<file path="config.mk">
export PLATFORM = sky130hd
export DESIGN_NAME = ir_pulse_distance_modulator_top
export DESIGN_NICKNAME = d
export VERILOG_FILES = /design/src/rtl/ipdm_pkg.sv /design/src/rtl/ipdm_csr.sv /design/src/rtl/ipdm_front.sv /design/src/rtl/ipdm_back.sv /design/src/rtl/ir_pulse_distance_modulator_top.sv
export SDC_FILE = /design/constraint.sdc
export NUM_CORES = 1
export LEC_CHECK = 0
export BUFFER_PORTS_ARGS = -buffer_cell sky130_fd_sc_hd__buf_2
export CAP_MARGIN = 20
export CORE_MARGIN = 1
export CORE_UTILIZATION = 61
export CTS_BUF_LIST = sky130_fd_sc_hd__clkbuf_4
export DETAILED_ROUTE_END_ITERATION = 8
export PLACE_DENSITY = 0.78
export SLEW_MARGIN = 40
export SYNTH_ARGS = -nofsm -noshare
export SYNTH_HDL_FRONTEND = slang
export SYNTH_SLANG_ARGS = --single-unit
</file>
<file path="constraint.sdc">
create_clock -name clock -period 6.8 [get_ports clock]
set_input_delay 1.36 -clock clock [delete_from_list [all_inputs] [get_ports clock]]
set_output_delay 1.36 -clock clock [all_outputs]
set_load 0.005 [all_outputs]
</file>
<file path="src/rtl/ipdm_pkg.sv">
// Shared types and constants for the IR pulse-distance modulator.
package ipdm_pkg;

   localparam int CFG_DATA_WIDTH  = 24;
   localparam int CFG_INDEX_WIDTH = 3;

   localparam logic FUNC_TICK = 1'b0;
   localparam logic FUNC_LOAD = 1'b1;

   typedef struct packed {
      logic       is_load;
      logic [7:0] byte_value;
      logic       last_byte;
   } req_entry_type;

   typedef struct packed {
      logic [15:0] preamble_bursts;
      logic [15:0] preamble_space;
      logic [15:0] one_space;
      logic [15:0] zero_space;
      logic [15:0] gap_bursts;
      logic [23:0] wait_ticks;
      logic [2:0]  options;
   } cfg_type;

   typedef struct packed {
      logic pin_level;
      logic byte_wanted;
      logic busy_res;
      logic overrun;
      logic underrun;
   } rsp_type;

endpackage

</file>
<file path="src/rtl/ipdm_csr.sv">
// Configuration register file for the IR pulse-distance modulator.
module ipdm_csr import ipdm_pkg::*; (
   input  logic                       clock,
   input  logic                       reset,
   input  logic                       csr_wr_en,
   input  logic [CFG_INDEX_WIDTH-1:0] csr_index,
   input  logic [CFG_DATA_WIDTH-1:0]  csr_wdata,
   output cfg_type                    cfg
);

   localparam logic [CFG_INDEX_WIDTH-1:0] REG_PREAMBLE_BURSTS = 3'd0;
   localparam logic [CFG_INDEX_WIDTH-1:0] REG_PREAMBLE_SPACE  = 3'd1;
   localparam logic [CFG_INDEX_WIDTH-1:0] REG_ONE_SPACE       = 3'd2;
   localparam logic [CFG_INDEX_WIDTH-1:0] REG_ZERO_SPACE      = 3'd3;
   localparam logic [CFG_INDEX_WIDTH-1:0] REG_GAP_BURSTS      = 3'd4;
   localparam logic [CFG_INDEX_WIDTH-1:0] REG_WAIT_TICKS      = 3'd5;
   localparam logic [CFG_INDEX_WIDTH-1:0] REG_OPTIONS         = 3'd6;

   cfg_type cfg_ff;
   cfg_type cfg_in;

   always_comb begin
      cfg_in = cfg_ff;
      if (csr_wr_en) begin
         unique case (csr_index)
            REG_PREAMBLE_BURSTS: cfg_in.preamble_bursts = csr_wdata[15:0];
            REG_PREAMBLE_SPACE:  cfg_in.preamble_space  = csr_wdata[15:0];
            REG_ONE_SPACE:       cfg_in.one_space       = csr_wdata[15:0];
            REG_ZERO_SPACE:      cfg_in.zero_space      = csr_wdata[15:0];
            REG_GAP_BURSTS:      cfg_in.gap_bursts      = csr_wdata[15:0];
            REG_WAIT_TICKS:      cfg_in.wait_ticks      = csr_wdata[23:0];
            REG_OPTIONS:         cfg_in.options         = csr_wdata[2:0];
            default:             cfg_in = cfg_ff;
         endcase
      end
   end

   always_ff @(posedge clock) begin
      if (reset) begin
         cfg_ff <= '0;
      end else begin
         cfg_ff <= cfg_in;
      end
   end

   assign cfg = cfg_ff;

endmodule

</file>
<file path="src/rtl/ipdm_front.sv">
// Request front end: decodes requests and queues them for the sequencer.
module ipdm_front import ipdm_pkg::*; #(
   parameter int QUEUE_DEPTH = 2
) (
   input  logic          clock,
   input  logic          reset,
   input  logic          req_valid,
   output logic          req_ready,
   input  logic          req_func,
   input  logic [7:0]    req_byte_value,
   input  logic          req_last_byte,
   output logic          q_valid,
   output req_entry_type q_entry,
   input  logic          q_pop
);

   localparam int PTR_W = (QUEUE_DEPTH > 1) ? $clog2(QUEUE_DEPTH) : 1;
   localparam int CNT_W = $clog2(QUEUE_DEPTH + 1);
   localparam logic [PTR_W-1:0] LAST_PTR = PTR_W'(QUEUE_DEPTH - 1);
   localparam logic [CNT_W-1:0] FULL_CNT = CNT_W'(QUEUE_DEPTH);

   req_entry_type    slot_ff [QUEUE_DEPTH];
   req_entry_type    slot_in;
   logic [PTR_W-1:0] wr_ptr_ff, wr_ptr_in;
   logic [PTR_W-1:0] rd_ptr_ff, rd_ptr_in;
   logic [CNT_W-1:0] count_ff, count_in;
   logic             push;

   assign req_ready = (count_ff != FULL_CNT);
   assign push      = req_valid & req_ready;
   assign q_valid   = (count_ff != '0);
   assign q_entry   = slot_ff[rd_ptr_ff];

   always_comb begin
      slot_in.is_load    = (req_func == FUNC_LOAD);
      slot_in.byte_value = req_byte_value;
      slot_in.last_byte  = req_last_byte;
   end

   always_comb begin
      wr_ptr_in = wr_ptr_ff;
      rd_ptr_in = rd_ptr_ff;
      if (push) begin
         wr_ptr_in = (wr_ptr_ff == LAST_PTR) ? '0 : wr_ptr_ff + PTR_W'(1);
      end
      if (q_pop) begin
         rd_ptr_in = (rd_ptr_ff == LAST_PTR) ? '0 : rd_ptr_ff + PTR_W'(1);
      end
      unique case ({push, q_pop})
         2'b10:   count_in = count_ff + CNT_W'(1);
         2'b01:   count_in = count_ff - CNT_W'(1);
         default: count_in = count_ff;
      endcase
   end

   always_ff @(posedge clock) begin
      if (reset) begin
         wr_ptr_ff <= '0;
         rd_ptr_ff <= '0;
         count_ff  <= '0;
      end else begin
         wr_ptr_ff <= wr_ptr_in;
         rd_ptr_ff <= rd_ptr_in;
         count_ff  <= count_in;
      end
   end

   always_ff @(posedge clock) begin
      if (push) begin
         slot_ff[wr_ptr_ff] <= slot_in;
      end
   end

endmodule

</file>
<file path="src/rtl/ipdm_back.sv">
// Frame sequencer: holding register, phase sequencing and result register.
module ipdm_back import ipdm_pkg::*; (
   input  logic          clock,
   input  logic          reset,
   input  cfg_type       cfg,
   input  logic          cfg_write,
   input  logic          q_valid,
   input  req_entry_type q_entry,
   output logic          q_pop,
   output logic          rsp_valid,
   input  logic          rsp_ready,
   output rsp_type       rsp
);

   localparam logic [2:0] PH_IDLE      = 3'd0;
   localparam logic [2:0] PH_PRE_MARK  = 3'd1;
   localparam logic [2:0] PH_PRE_SPACE = 3'd2;
   localparam logic [2:0] PH_PRE_GAP   = 3'd3;
   localparam logic [2:0] PH_BIT_SPACE = 3'd4;
   localparam logic [2:0] PH_BIT_GAP   = 3'd5;
   localparam logic [2:0] PH_WAIT      = 3'd6;
   localparam logic [2:0] EP_END_BYTE  = 3'd7;
   localparam logic [2:0] LAST_BIT     = 3'd7;

   typedef struct packed {
      logic       found;
      logic [3:0] slot;
   } slot_hit_type;

   function automatic logic [7:0] shape_byte(input logic [7:0] b, input logic [2:0] opt);
      logic [7:0] s;
      logic [7:0] r;
      int         i;
      s = opt[0] ? {b[3:0], b[7:4]} : b;
      for (i = 0; i < 8; i++) begin
         r[i] = s[7-i];
      end
      return opt[1] ? r : s;
   endfunction

   // slot 2j: space of bit j, slot 2j+1: gap after bit j
   function automatic logic [15:0] slot_nz(input logic [7:0] b, input logic l,
                                           input logic skip_en, input logic one_nz,
                                           input logic zero_nz, input logic gap_nz);
      logic [15:0] nz;
      logic        skip;
      int          j;
      for (j = 0; j < 8; j++) begin
         skip        = skip_en & l & (j > 3) & ~b[j];
         nz[2*j]     = ~skip & (b[j] ? one_nz : zero_nz);
         nz[2*j + 1] = ~skip & gap_nz;
      end
      return nz;
   endfunction

   function automatic slot_hit_type first_slot(input logic [15:0] nz, input logic [3:0] from);
      slot_hit_type hit;
      int           k;
      hit = '0;
      for (k = 15; k >= 0; k--) begin
         if (nz[k] && (4'(k) >= from)) begin
            hit.found = 1'b1;
            hit.slot  = 4'(k);
         end
      end
      return hit;
   endfunction

   logic [2:0]  phase_ff, phase_in;
   logic [23:0] count_ff, count_in;
   logic        half_ff, half_in;
   logic [2:0]  bit_ff, bit_in;
   logic [7:0]  shift_ff, shift_in;
   logic        slast_ff, slast_in;
   logic [7:0]  hold_ff, hold_in;
   logic        hvalid_ff, hvalid_in;
   logic        hlast_ff, hlast_in;
   logic        resettle_ff, resettle_in;
   logic        settle_end_ff, settle_end_in;
   logic        urun_pend_ff, urun_pend_in;
   logic        rsp_valid_ff, rsp_valid_in;
   rsp_type     rsp_ff, rsp_in;

   logic        pm_nz, ps_nz, one_nz, zero_nz, gap_nz, wait_nz;
   logic [7:0]  held_shaped;
   logic        cur_bit, cur_skip;
   logic [23:0] cur_len, cnt_inc;
   logic        cnt_done;
   logic        out_free, settle_cycle, item_go;

   logic [2:0]  ep, ep_bit;
   logic [7:0]  ep_byte;
   logic        ep_last, ep_hold;

   logic [15:0]  nz_a, nz_b;
   logic [3:0]   from;
   slot_hit_type hit_a, hit_b;
   logic         search, end_byte, to_wait;
   logic [2:0]   res_phase, res_bit;
   logic [7:0]   res_shift;
   logic         res_last, res_take, res_under;
   logic         finish, moved;

   assign pm_nz   = |cfg.preamble_bursts;
   assign ps_nz   = |cfg.preamble_space;
   assign one_nz  = |cfg.one_space;
   assign zero_nz = |cfg.zero_space;
   assign gap_nz  = |cfg.gap_bursts;
   assign wait_nz = |cfg.wait_ticks;

   assign held_shaped = shape_byte(hold_ff, cfg.options);
   assign cur_bit     = shift_ff[bit_ff];
   assign cur_skip    = cfg.options[2] & slast_ff & (bit_ff > 3'd3) & ~cur_bit;
   assign cnt_inc     = count_ff + 24'd1;
   assign cnt_done    = (cnt_inc >= cur_len);

   assign out_free     = ~rsp_valid_ff | rsp_ready;
   // after a register write a tick first re-settles the current phase
   assign settle_cycle = resettle_ff & q_valid & ~q_entry.is_load;
   assign item_go      = q_valid & out_free & ~settle_cycle;
   assign q_pop        = item_go;

   always_comb begin
      unique case (phase_ff)
         PH_PRE_MARK:  cur_len = 24'(cfg.preamble_bursts);
         PH_PRE_SPACE: cur_len = 24'(cfg.preamble_space);
         PH_PRE_GAP:   cur_len = 24'(cfg.gap_bursts);
         PH_BIT_SPACE: cur_len = cur_skip ? '0 : 24'(cur_bit ? cfg.one_space : cfg.zero_space);
         PH_BIT_GAP:   cur_len = cur_skip ? '0 : 24'(cfg.gap_bursts);
         PH_WAIT:      cur_len = cfg.wait_ticks;
         default:      cur_len = '0;
      endcase
   end

   // entry point of the phase search
   always_comb begin
      ep      = PH_IDLE;
      ep_bit  = bit_ff;
      ep_byte = shift_ff;
      ep_last = slast_ff;
      ep_hold = hvalid_ff;
      if (settle_cycle) begin
         ep = phase_ff;
      end else if (phase_ff == PH_IDLE) begin
         ep      = PH_PRE_MARK;
         ep_bit  = '0;
         ep_byte = held_shaped;
         ep_last = hlast_ff;
         ep_hold = 1'b0;
      end else begin
         unique case (phase_ff)
            PH_PRE_MARK:  ep = PH_PRE_SPACE;
            PH_PRE_SPACE: ep = PH_PRE_GAP;
            PH_PRE_GAP: begin
               ep     = PH_BIT_SPACE;
               ep_bit = '0;
            end
            PH_BIT_SPACE: ep = PH_BIT_GAP;
            PH_BIT_GAP: begin
               if (bit_ff == LAST_BIT) begin
                  ep = EP_END_BYTE;
               end else begin
                  ep     = PH_BIT_SPACE;
                  ep_bit = bit_ff + 3'd1;
               end
            end
            default: ep = PH_IDLE;
         endcase
      end
   end

   // skip every zero-length phase from the entry point
   always_comb begin
      nz_a = slot_nz(ep_byte, ep_last, cfg.options[2], one_nz, zero_nz, gap_nz);
      nz_b = slot_nz(held_shaped, hlast_ff, cfg.options[2], one_nz, zero_nz, gap_nz);
      search    = 1'b0;
      end_byte  = 1'b0;
      to_wait   = 1'b0;
      from      = '0;
      res_phase = PH_IDLE;
      res_bit   = ep_bit;
      res_shift = ep_byte;
      res_last  = ep_last;
      res_take  = 1'b0;
      res_under = 1'b0;
      unique case (ep)
         PH_IDLE: res_phase = PH_IDLE;
         PH_PRE_MARK: begin
            if (pm_nz) begin
               res_phase = PH_PRE_MARK;
            end else if (ps_nz) begin
               res_phase = PH_PRE_SPACE;
            end else if (gap_nz) begin
               res_phase = PH_PRE_GAP;
            end else begin
               search = 1'b1;
            end
         end
         PH_PRE_SPACE: begin
            if (ps_nz) begin
               res_phase = PH_PRE_SPACE;
            end else if (gap_nz) begin
               res_phase = PH_PRE_GAP;
            end else begin
               search = 1'b1;
            end
         end
         PH_PRE_GAP: begin
            if (gap_nz) begin
               res_phase = PH_PRE_GAP;
            end else begin
               search = 1'b1;
            end
         end
         PH_BIT_SPACE: begin
            search = 1'b1;
            from   = {ep_bit, 1'b0};
         end
         PH_BIT_GAP: begin
            search = 1'b1;
            from   = {ep_bit, 1'b1};
         end
         PH_WAIT: to_wait = 1'b1;
         default: end_byte = 1'b1;
      endcase
      hit_a = first_slot(nz_a, from);
      hit_b = first_slot(nz_b, '0);
      if (search && hit_a.found) begin
         res_phase = hit_a.slot[0] ? PH_BIT_GAP : PH_BIT_SPACE;
         res_bit   = hit_a.slot[3:1];
      end else if (search || end_byte) begin
         res_bit = LAST_BIT;
         if (ep_last) begin
            to_wait = 1'b1;
         end else if (ep_hold) begin
            res_take  = 1'b1;
            res_shift = held_shaped;
            res_last  = hlast_ff;
            if (hit_b.found) begin
               res_phase = hit_b.slot[0] ? PH_BIT_GAP : PH_BIT_SPACE;
               res_bit   = hit_b.slot[3:1];
            end else if (hlast_ff) begin
               to_wait = 1'b1;
            end else begin
               res_under = 1'b1;
               to_wait   = 1'b1;
            end
         end else begin
            res_under = 1'b1;
            to_wait   = 1'b1;
         end
      end
      if (to_wait) begin
         res_phase = wait_nz ? PH_WAIT : PH_IDLE;
      end
   end

   always_comb begin
      phase_in      = phase_ff;
      count_in      = count_ff;
      half_in       = half_ff;
      bit_in        = bit_ff;
      shift_in      = shift_ff;
      slast_in      = slast_ff;
      hold_in       = hold_ff;
      hvalid_in     = hvalid_ff;
      hlast_in      = hlast_ff;
      urun_pend_in  = urun_pend_ff;
      settle_end_in = settle_end_ff;
      resettle_in   = cfg_write | (resettle_ff & ~settle_cycle);
      rsp_valid_in  = rsp_valid_ff & ~rsp_ready;
      rsp_in        = rsp_ff;
      finish        = 1'b0;
      moved         = res_take | (res_phase != phase_ff) | (res_bit != bit_ff);
      if (settle_cycle) begin
         phase_in     = res_phase;
         bit_in       = res_bit;
         shift_in     = res_shift;
         slast_in     = res_last;
         urun_pend_in = urun_pend_ff | res_under;
         // a frame closed here does not restart on the same tick
         settle_end_in = (phase_ff != PH_IDLE) & (res_phase == PH_IDLE);
         if (res_take) begin
            hvalid_in = 1'b0;
            hlast_in  = 1'b0;
         end
         if (moved) begin
            count_in = '0;
            half_in  = 1'b0;
         end
      end else if (item_go) begin
         rsp_valid_in     = 1'b1;
         rsp_in.pin_level = 1'b0;
         rsp_in.overrun   = 1'b0;
         rsp_in.underrun  = 1'b0;
         if (q_entry.is_load) begin
            if (hvalid_ff) begin
               rsp_in.overrun = 1'b1;
            end else begin
               hold_in   = q_entry.byte_value;
               hlast_in  = q_entry.last_byte;
               hvalid_in = 1'b1;
            end
         end else begin
            urun_pend_in    = 1'b0;
            settle_end_in   = 1'b0;
            rsp_in.underrun = urun_pend_ff;
            if (phase_ff == PH_IDLE) begin
               if (hvalid_ff & ~settle_end_ff) begin
                  hvalid_in       = 1'b0;
                  hlast_in        = 1'b0;
                  shift_in        = res_shift;
                  slast_in        = res_last;
                  bit_in          = res_bit;
                  rsp_in.underrun = urun_pend_ff | res_under;
                  count_in        = '0;
                  half_in         = 1'b0;
                  if (res_phase == PH_WAIT) begin
                     if (cfg.wait_ticks <= 24'd1) begin
                        phase_in = PH_IDLE;
                     end else begin
                        phase_in = PH_WAIT;
                        count_in = 24'd1;
                     end
                  end else if (res_phase == PH_IDLE) begin
                     phase_in = PH_IDLE;
                  end else begin
                     phase_in         = res_phase;
                     half_in          = 1'b1;
                     rsp_in.pin_level = (res_phase == PH_PRE_MARK) |
                                        (res_phase == PH_PRE_GAP) |
                                        (res_phase == PH_BIT_GAP);
                  end
               end
            end else if (phase_ff == PH_WAIT) begin
               if (cnt_done) begin
                  finish = 1'b1;
               end else begin
                  count_in = cnt_inc;
               end
            end else begin
               rsp_in.pin_level = ~half_ff & ((phase_ff == PH_PRE_MARK) |
                                              (phase_ff == PH_PRE_GAP) |
                                              (phase_ff == PH_BIT_GAP));
               if (half_ff) begin
                  half_in = 1'b0;
                  if (cnt_done) begin
                     finish = 1'b1;
                  end else begin
                     count_in = cnt_inc;
                  end
               end else begin
                  half_in = 1'b1;
               end
            end
            if (finish) begin
               phase_in        = res_phase;
               bit_in          = res_bit;
               shift_in        = res_shift;
               slast_in        = res_last;
               count_in        = '0;
               half_in         = 1'b0;
               rsp_in.underrun = urun_pend_ff | res_under;
               if (res_take) begin
                  hvalid_in = 1'b0;
                  hlast_in  = 1'b0;
               end
            end
         end
         rsp_in.byte_wanted = ~hvalid_in;
         rsp_in.busy_res    = (phase_in != PH_IDLE);
      end
   end

   always_ff @(posedge clock) begin
      if (reset) begin
         phase_ff      <= PH_IDLE;
         count_ff      <= '0;
         half_ff       <= 1'b0;
         bit_ff        <= '0;
         slast_ff      <= 1'b0;
         hvalid_ff     <= 1'b0;
         hlast_ff      <= 1'b0;
         resettle_ff   <= 1'b0;
         settle_end_ff <= 1'b0;
         urun_pend_ff  <= 1'b0;
         rsp_valid_ff  <= 1'b0;
      end else begin
         phase_ff      <= phase_in;
         count_ff      <= count_in;
         half_ff       <= half_in;
         bit_ff        <= bit_in;
         slast_ff      <= slast_in;
         hvalid_ff     <= hvalid_in;
         hlast_ff      <= hlast_in;
         resettle_ff   <= resettle_in;
         settle_end_ff <= settle_end_in;
         urun_pend_ff  <= urun_pend_in;
         rsp_valid_ff  <= rsp_valid_in;
      end
   end

   always_ff @(posedge clock) begin
      shift_ff <= shift_in;
      hold_ff  <= hold_in;
      rsp_ff   <= rsp_in;
   end

   assign rsp_valid = rsp_valid_ff;
   assign rsp       = rsp_ff;

endmodule

</file>
<file path="src/rtl/ir_pulse_distance_modulator_top.sv">
// Top level of the IR pulse-distance modulator.
//
//   channel  dir  handshake            contents
//   req_     in   valid/ready          func, byte_value, last_byte
//   rsp_     out  valid/ready          pin_level, byte_wanted, busy_res, overrun, underrun
//   csr_     in   write enable only    index, write data
//
// One request per clock while the response register is free and no re-settle is due; each
// request gives one response, registered in the cycle after the sequencer takes it from the request queue.
// A tick that follows a register write waits while the sequencer first re-settles the phase.
// Reset is synchronous and leaves the sequencer idle with an empty holding register.
// rsp_ready low holds the response register; the request queue accepts until it is full.
module ir_pulse_distance_modulator_top import ipdm_pkg::*; #(
   parameter int QUEUE_DEPTH = 2
) (
   input  logic                       clock,
   input  logic                       reset,
   input  logic                       req_valid,
   output logic                       req_ready,
   input  logic                       req_func,
   input  logic [7:0]                 req_byte_value,
   input  logic                       req_last_byte,
   output logic                       rsp_valid,
   input  logic                       rsp_ready,
   output logic                       rsp_pin_level,
   output logic                       rsp_byte_wanted,
   output logic                       rsp_busy_res,
   output logic                       rsp_overrun,
   output logic                       rsp_underrun,
   input  logic                       csr_wr_en,
   input  logic [CFG_INDEX_WIDTH-1:0] csr_index,
   input  logic [CFG_DATA_WIDTH-1:0]  csr_wdata
);

   cfg_type       cfg;
   logic          q_valid;
   logic          q_pop;
   req_entry_type q_entry;
   rsp_type       rsp;

   ipdm_csr u_csr (
      .clock     (clock),
      .reset     (reset),
      .csr_wr_en (csr_wr_en),
      .csr_index (csr_index),
      .csr_wdata (csr_wdata),
      .cfg       (cfg)
   );

   ipdm_front #(
      .QUEUE_DEPTH (QUEUE_DEPTH)
   ) u_front (
      .clock          (clock),
      .reset          (reset),
      .req_valid      (req_valid),
      .req_ready      (req_ready),
      .req_func       (req_func),
      .req_byte_value (req_byte_value),
      .req_last_byte  (req_last_byte),
      .q_valid        (q_valid),
      .q_entry        (q_entry),
      .q_pop          (q_pop)
   );

   ipdm_back u_back (
      .clock     (clock),
      .reset     (reset),
      .cfg       (cfg),
      .cfg_write (csr_wr_en),
      .q_valid   (q_valid),
      .q_entry   (q_entry),
      .q_pop     (q_pop),
      .rsp_valid (rsp_valid),
      .rsp_ready (rsp_ready),
      .rsp       (rsp)
   );

   assign rsp_pin_level   = rsp.pin_level;
   assign rsp_byte_wanted = rsp.byte_wanted;
   assign rsp_busy_res    = rsp.busy_res;
   assign rsp_overrun     = rsp.overrun;
   assign rsp_underrun    = rsp.underrun;

endmodule
</file>
==> results of run 1 <==
[power groups by stage]
stage	Sequential (mW)	Combinational, mW	Clock [mW]
final	1.39	1.55	0.625
after global routing	1.40	1.66	0.673
after CTS	1.39	1.51	0.630
after detailed placement	1.41	1.50	0
after global placement	1.41	1.49	0
after floorplan	1.36	1.16	0
[per-stage QoR]
step,utilization,area [um^2],cells,hold WS [ns]
2_1_floorplan,-,11600,1400,0.446
3_3_place_gp,0.639,11900,1622,0.453
3_5_place_dp,0.640,11900,1622,0.459
4_1_cts,0.656,12200,1654,0.482
5_1_grt,0.656,12200,1655,0.499
6_report,0.656,12200,1655,0.483
[path summary, 6_finish.rpt]
kind / start / endpoint / slack (ns) / cells after the start
min: u_csr.cfg[90] / u_csr.cfg[90] / 0.48 / 2
min reg2reg: u_csr.cfg[90] / u_csr.cfg[90] / 0.48 / 2
max reg2reg: u_back.bit_ff[0] / u_back.bit_ff[1] / 0.67 / 24
max: u_back.bit_ff[0] / u_back.bit_ff[1] / 0.67 / 24
[tightest hold or removal path, delay by kind of cell, from the launching register on]
family	cells	cell delay [ns]
DFF	1	0.36
and+or+nand+nor	1	0.05
AOI/OAI and AO/OA	1	0.05
[cell usage in the layout (no fill, tap or decap), types with 21 or more instances in the layout]
master | netlist | final
ha_1 | 27 | 27
nor4_1 | 30 | 30
nor2_1 | 79 | 77
nor3_1 | 21 | 21
o21ai_0 | 74 | 74
a21oi_1 | 179 | 179
mux2_2 | 40 | 40
buf_2 | 11 | 47
a21o_1 | 25 | 25
dfxtp_1 | 150 | 149
nand2_1 | 288 | 288
mux2i_1 | 35 | 34
edfxtp_1 | 41 | 41
nand3_1 | 36 | 35
[flip-flops by register name, summed over array words and instances (netlist names), 2 cells and up, named ones only]
| name | count |
|---|---|
| u_front.count_ff | 2 |
| u_front.slot_ff | 20 |
| u_back.rsp | 5 |
| u_back.hold_ff | 8 |
| u_csr.cfg | 107 |
| u_back.phase_ff | 3 |
| u_back.shift_ff | 8 |
| u_back.bit_ff | 3 |
| u_back.count_ff | 24 |
[kinds of logic (layout without fill, tap and decap cells)]
kind of cell	Yosys count	in the layout
buffers and inverters	94	114
adders and majority gates	29	29
xor gates and xnor gates	30	30
muxes	85	85
AOI/OAI and AO/OA	434	434
DFF	191	191
other	0	1
and+or+nand+nor	537	537
[final cells by class]
type | count | area (um^2) | area share
clock buffer | 17 | 128 | 0.0104
sequential | 191 | 4240 | 0.346
multi-input combinational | 1115 | 6960 | 0.569
clock inverter | 15 | 168 | 0.0137
inverter | 16 | 60.1 | 0.00491
timing repair buffer | 66 | 378 | 0.0309
antenna | 1 | 2.50 | 0.000205
tap | 234 | 293 | 0.0239
[layer usage]
layer,global-route usage,wire (um),vias to the layer above
met4,0.132,1020,2
met3,0.0613,2770,80
met2,0.529,14900,510
met5,0,8,-
met1,0.464,14300,5189
li1,-,-,5195
==> impl_metrics.csv, run 1 <==
group,metric,value,unit
sta,fmax,0.163,GHz
clock_network,cts_setup_buffers,0,
worst_setup_path,cp_top_family,"compound AO/OA/AOI/OAI gates",
yosys,syn_area_per_cell,8.27,um^2
worst_setup_path,arrival,6.63,ns
pwr,p_sw_frac,0.435,
layout,drive_above_1_share,0.128,
clock_network,holdBufCountCts,0,
floorplanning,die_y,140,um
clock_network,cts_buffer_depth,2,
yosys,muxShareOfSynthArea,0.0879,
yosys,synth_common_cells,"288 x nand2_1, 179 x a21oi_1, 150 x dfxtp_1, 79 x nor2_1, 74 x o21ai_0",
floorplanning,core,18600,um^2
yosys,syn-num-nets,1469,
yosys,yosysWarnings,0,
yosys,synth_most_common_cell,"nand2_1",
floorplanning,dieWidth,140,um
floorplanning,ios,49,
sta,worst_pin_slew,0.822,ns
yosys,ys_async_sr_fraction,0,
worst_setup_path,path_buf_inv,4,
yosys,synth_fa_ha_area_frac,0.0309,
pwr,p_total,3.57,mW
placement,hpwl,24100,um
worst_setup_path,required,7.30,ns
sta,period_needed,6.13,ns
route,via_count,11000,
sta,worst_slack,0.674,ns
yosys,synth-edff-count,41,
pwr,ir_drop,130,uV
placement,port_buffers,48,
yosys,yosysTopAreaCell,"dfxtp_1",
global_route,grt_max_degree,73,
clock_network,path_clk_slew,0.18,ns
global_route,gr-total-overflow,0,
worst_setup_path,slowest_stage,"dfxtp_1",
global_route,grt.total_usage,0.338,
layout,nNetsFinal,1476,
route,wl,33000,um
yosys,ys_types,93,
route,antenna_left,0,
floorplanning,dieArea,19500,um^2
worst_setup_path,crit_chain,"mux4_2 > mux2i_2 > buf_4 > nand2_1 > buf_4 > a21oi_1 > buf_4 > a21oi_1 > a221o_1 > ha_1 > nand2b_1 > a21o_1 > a21o_1 > a21o_1 > a21o_1 > a21o_1 > a211o_1 > a211o_1 > a21o_1 > a211o_1 > nand2_1 > inv_1 > a21oi_1 > nor2_1",
outcome,status,"finished, final reports clean",
pwr,power.density,292,nW/um^2
yosys,synth_area_leaders,"dfxtp_1 26%, edfxtp_1 11%, nand2_1 9.3%",
clock_network,root_buffer,"clkbuf_4",
floorplanning,num_rows,50,
route,vias_per_cell,6.63,
sta,fin_crit_sh,0.901,
worst_setup_path,critical_path.endpoint_type,"flop",
pwr,switchingPower,1.55,mW
route,drt_iter0_markers,1141,
yosys,syn-cell-area,11600,um^2
worst_setup_path,cp_max_fo,17,
route,wire_per_inst,19.9,um
pwr,p_comb_frac,0.435,
job,drv_cap,0,
clock_network,cts_resized,0,
global_route,grt_pass1_vias,9979,
sta,rsz0062_at_grt,"false",
sta,hold_violations,0,
yosys,synth_top_family_by_area,"compound AO/OA/AOI/OAI gates",
clock_network,cts_sinks,191,
worst_setup_path,cp_slowest_stage_delay,0.67,ns
sta,slew_headroom,0.452,
pwr,p_leak,4.52,nW
placement,dpl_worst_slack,0.783,ns
clock_network,cts_buffers,17,
global_route,grt_pass1_wl,52100,um
pwr,cell_internal_pwr,2.01,mW
hold_path,worstHoldPathType,"flop to flop",
pwr,power_frac_clock,0.175,
layout,areaGrowthSynthToFinish,5.54,%
worst_setup_path,crit_top_cell,"a21o_1",
yosys,synth_xor_area_frac,0.0227,
yosys,ys_seq_area_frac,0.365,
sta,fin_skew,0.0249,ns
yosys,synth-simple-area-share,0.211,
yosys,syn_inst,1400,
sta,tns,0,ns
layout,nFillCells,1629,
clock_network,cts_tree,"done",
placement,gp_congestion,0.938,
sta,setup_viol,0,
yosys,ys_seq_elements,191,
pwr,p_seq_frac,0.390,
clock_network,clock_latency,0.64,ns
global_route,grt_antenna_before_repair,2,
sta,drv_slew,0,
clock_network,h-tree-depth,4,
floorplanning,start_util,0.621,
route,dr.pass1.iters,5,
route,drc,0,
yosys,synth_flop_cell,"dfxtp_1",
worst_setup_path,crit_type,"flop to flop",
worst_setup_path,startpoint_type,"flop",
yosys,synth_compound_area_frac,0.246,
yosys,yosysTopAreaCellShare,0.259,
Note: power is estimated with default switching activity, not from simulation.
==> inputs of run 2 (changes only) <==
--- a/config.mk
+++ b/config.mk
@@ -8,7 +8,7 @@
 export BUFFER_PORTS_ARGS = -buffer_cell sky130_fd_sc_hd__buf_2
 export CAP_MARGIN = 20
 export CORE_MARGIN = 1
-export CORE_UTILIZATION = 61
+export CORE_UTILIZATION = 58
 export CTS_BUF_LIST = sky130_fd_sc_hd__clkbuf_4
 export DETAILED_ROUTE_END_ITERATION = 8
 export PLACE_DENSITY = 0.78
==> constraint.sdc (replaced) <==
create_clock -name clock -period 5.5 [get_ports clock]
set_input_delay 1.1 -clock clock [delete_from_list [all_inputs] [get_ports clock]]
set_output_delay 1.1 -clock clock [all_outputs]
set_load 0.005 [all_outputs]
==> run 2 against run 1 <==
  * Wire length increased by 4.1%
  * Largest cell class unchanged
  * Highest routed layer is now met4
  * Clock skew is 0.0064 ns higher
  * Count of clock-buffer cells in the layout is 1 higher
  * Worst hold slack about the same
  * Cell count grew 3.7%
  * Combinational power is 36% higher
  * Register-to-register slack worse by 0.46 ns
  * Critical path depth decreased by 4
==> impl_metrics.csv, run 2 (synthesized netlist as in run 1, its figures left out) <==
group,metric,value,unit
clock_network,cts_tree,"done",
outcome,status,"finished, final reports clean",
sta,slew_headroom,0.400,
route,dr.pass1.iters,6,
clock_network,cts_buffer_depth,2,
pwr,p_leak,4.68,nW
global_route,grt_pass1_wl,53800,um
global_route,grt_max_degree,92,
hold_path,worstHoldPathType,"flop to flop",
pwr,ir_drop,241,uV
pwr,power_frac_clock,0.170,
route,antenna_left,0,
layout,reg_top3,"u_csr.cfg: 107 flops, u_back.count_ff: 24 flops, u_front.slot_ff: 20 flops",
clock_network,cts_sinks,191,
layout,regMostFlops,"u_csr.cfg",
sta,rsz0062_at_grt,"false",
pwr,power.density,364,nW/um^2
layout,final_common_cell,"nand2_1",
sta,fin_crit_sh,0.962,
placement,hpwl,24900,um
floorplanning,core,19500,um^2
pwr,p_sw_frac,0.432,
placement,port_buffers,48,
route,vias_per_cell,6.51,
floorplanning,start_util,0.593,
sta,setup_viol,0,
clock_network,path_clk_slew,0.17,ns
floorplanning,die_y,143,um
sta,hold_violations,0,
sta,period_needed,5.29,ns
pwr,switchingPower,1.97,mW
worst_setup_path,arrival,5.84,ns
pwr,p_comb_frac,0.461,
clock_network,root_buffer,"clkbuf_4",
worst_setup_path,required,6.05,ns
global_route,grt_antenna_before_repair,1,
pwr,p_total,4.57,mW
worst_setup_path,r2r_slack,0.21,ns
global_route,gr-total-overflow,0,
layout,largest_reg_flops,107,
layout,areaGrowthSynthToFinish,8.51,%
route,drt_iter0_markers,1180,
sta,fin_skew,0.0312,ns
clock_network,holdBufCountCts,0,
clock_network,h-tree-depth,4,
layout,postLayoutCoreUtil,0.644,
sta,worst_pin_slew,0.893,ns
floorplanning,ios,49,
sta,drv_slew,0,
job,drv_cap,0,
worst_setup_path,cp_max_fo,8,
pwr,cell_internal_pwr,2.60,mW
layout,layout_common_cells,"287 x nand2_1, 179 x a21oi_1, 149 x dfxtp_1",
layout,nNetsFinal,1507,
global_route,grt.total_usage,0.339,
global_route,grt_pass1_vias,10100,
placement,gp_congestion,0.995,
route,wl,34300,um
route,wire_per_inst,20.0,um
worst_setup_path,startpoint_type,"flop",
worst_setup_path,critical_path.endpoint_type,"flop",
floorplanning,num_rows,51,
worst_setup_path,crit_type,"flop to flop",
clock_network,clock_latency,0.62,ns
floorplanning,dieArea,20500,um^2
clock_network,cts_buffers,17,
floorplanning,dieWidth,143,um
pwr,p_seq_frac,0.369,
layout,drive_above_1_share,0.150,
route,via_count,11200,
route,drc,0,
sta,fmax,0.189,GHz
[run 2: power groups by stage]
stage               sequential (mW)  combinational, mW  clock [mW]
floorplan                      1.68               1.45           0
CTS                            1.68               1.97       0.779
global placement               1.70               1.94           0
global route                   1.70               2.25       0.832
finish                         1.69               2.11       0.777
detailed placement             1.71               1.96           0
[run 2: cell type report]
cell class | count | area, um^2
multi-input cells | 1115 | 7000
diodes | 1 | 2.50
clock inverters | 14 | 155
repair buffers | 97 | 652
flip-flops and latches | 191 | 4240
clock buffers | 18 | 135
inverters | 16 | 63.8
well taps | 265 | 332
fillers | 1733 | 6960
[run 2: per-stage QoR]
stage | cells | TNS, ns | hold WS (ns) | instance area [um^2] | setup WS, ns
6_report | 1717 | 0 | 0.482 | 12600 | 0.211
2_1_floorplan | 1400 | 0 | 0.446 | 11600 | 0.0189
4_1_cts | 1706 | 0 | 0.483 | 12400 | 0.0428
3_5_place_dp | 1674 | -0.158 | 0.461 | 12200 | -0.0596
5_1_grt | 1717 | 0 | 0.504 | 12600 | 0.0116
3_3_place_gp | 1674 | 0 | 0.454 | 12100 | 0.136
[run 2: timing repair]
item / 4_1_cts / 5_1_grt
endpoints found under the setup margin: 9 / 20
resized for setup: 2 / 8
buffers inserted: 0 / 10
pin swaps: 0 / 1
[run 2: metal layers]
| layer | share of wire | vias to the layer above | track usage |
|---|---|---|---|
| met4 | 0.039 | 0 | 0.139 |
| met1 | 0.43 | 5270 | 0.466 |
| met5 | 0 | - | 0 |
| met3 | 0.082 | 110 | 0.0590 |
| met2 | 0.45 | 554 | 0.527 |
| li1 | - | 5240 | - |
[run 2: worst max-delay path, cell delays in order (launching register included)]
cell,delay [ns]
edfxtp_1,0.46
mux4_2,0.52
mux2i_4,0.26
mux2i_1,0.22
nor2_1,0.07
o21ai_0,0.15
a21oi_1,0.09
a221o_1,0.27
ha_1,0.26
nand2b_1,0.13
a21o_1,0.17
a21o_1,0.17
a21o_1,0.17
a21o_1,0.17
a21o_1,0.17
a211o_1,0.30
a211o_1,0.33
a21o_1,0.24
a211o_4,0.41
or4_1,0.52
a21oi_1,0.16
[run 2: worst paths after layout]
| path | cells after the start | from | to |
|---|---|---|---|
| hold / removal | 2 | u_csr.cfg[4] | u_csr.cfg[4] |
| setup / recovery | 20 | u_back.shift_ff[7] | u_back.count_ff[10] |
| setup reg to reg | 20 | u_back.shift_ff[7] | u_back.count_ff[10] |
| hold reg to reg | 2 | u_csr.cfg[4] | u_csr.cfg[4] |
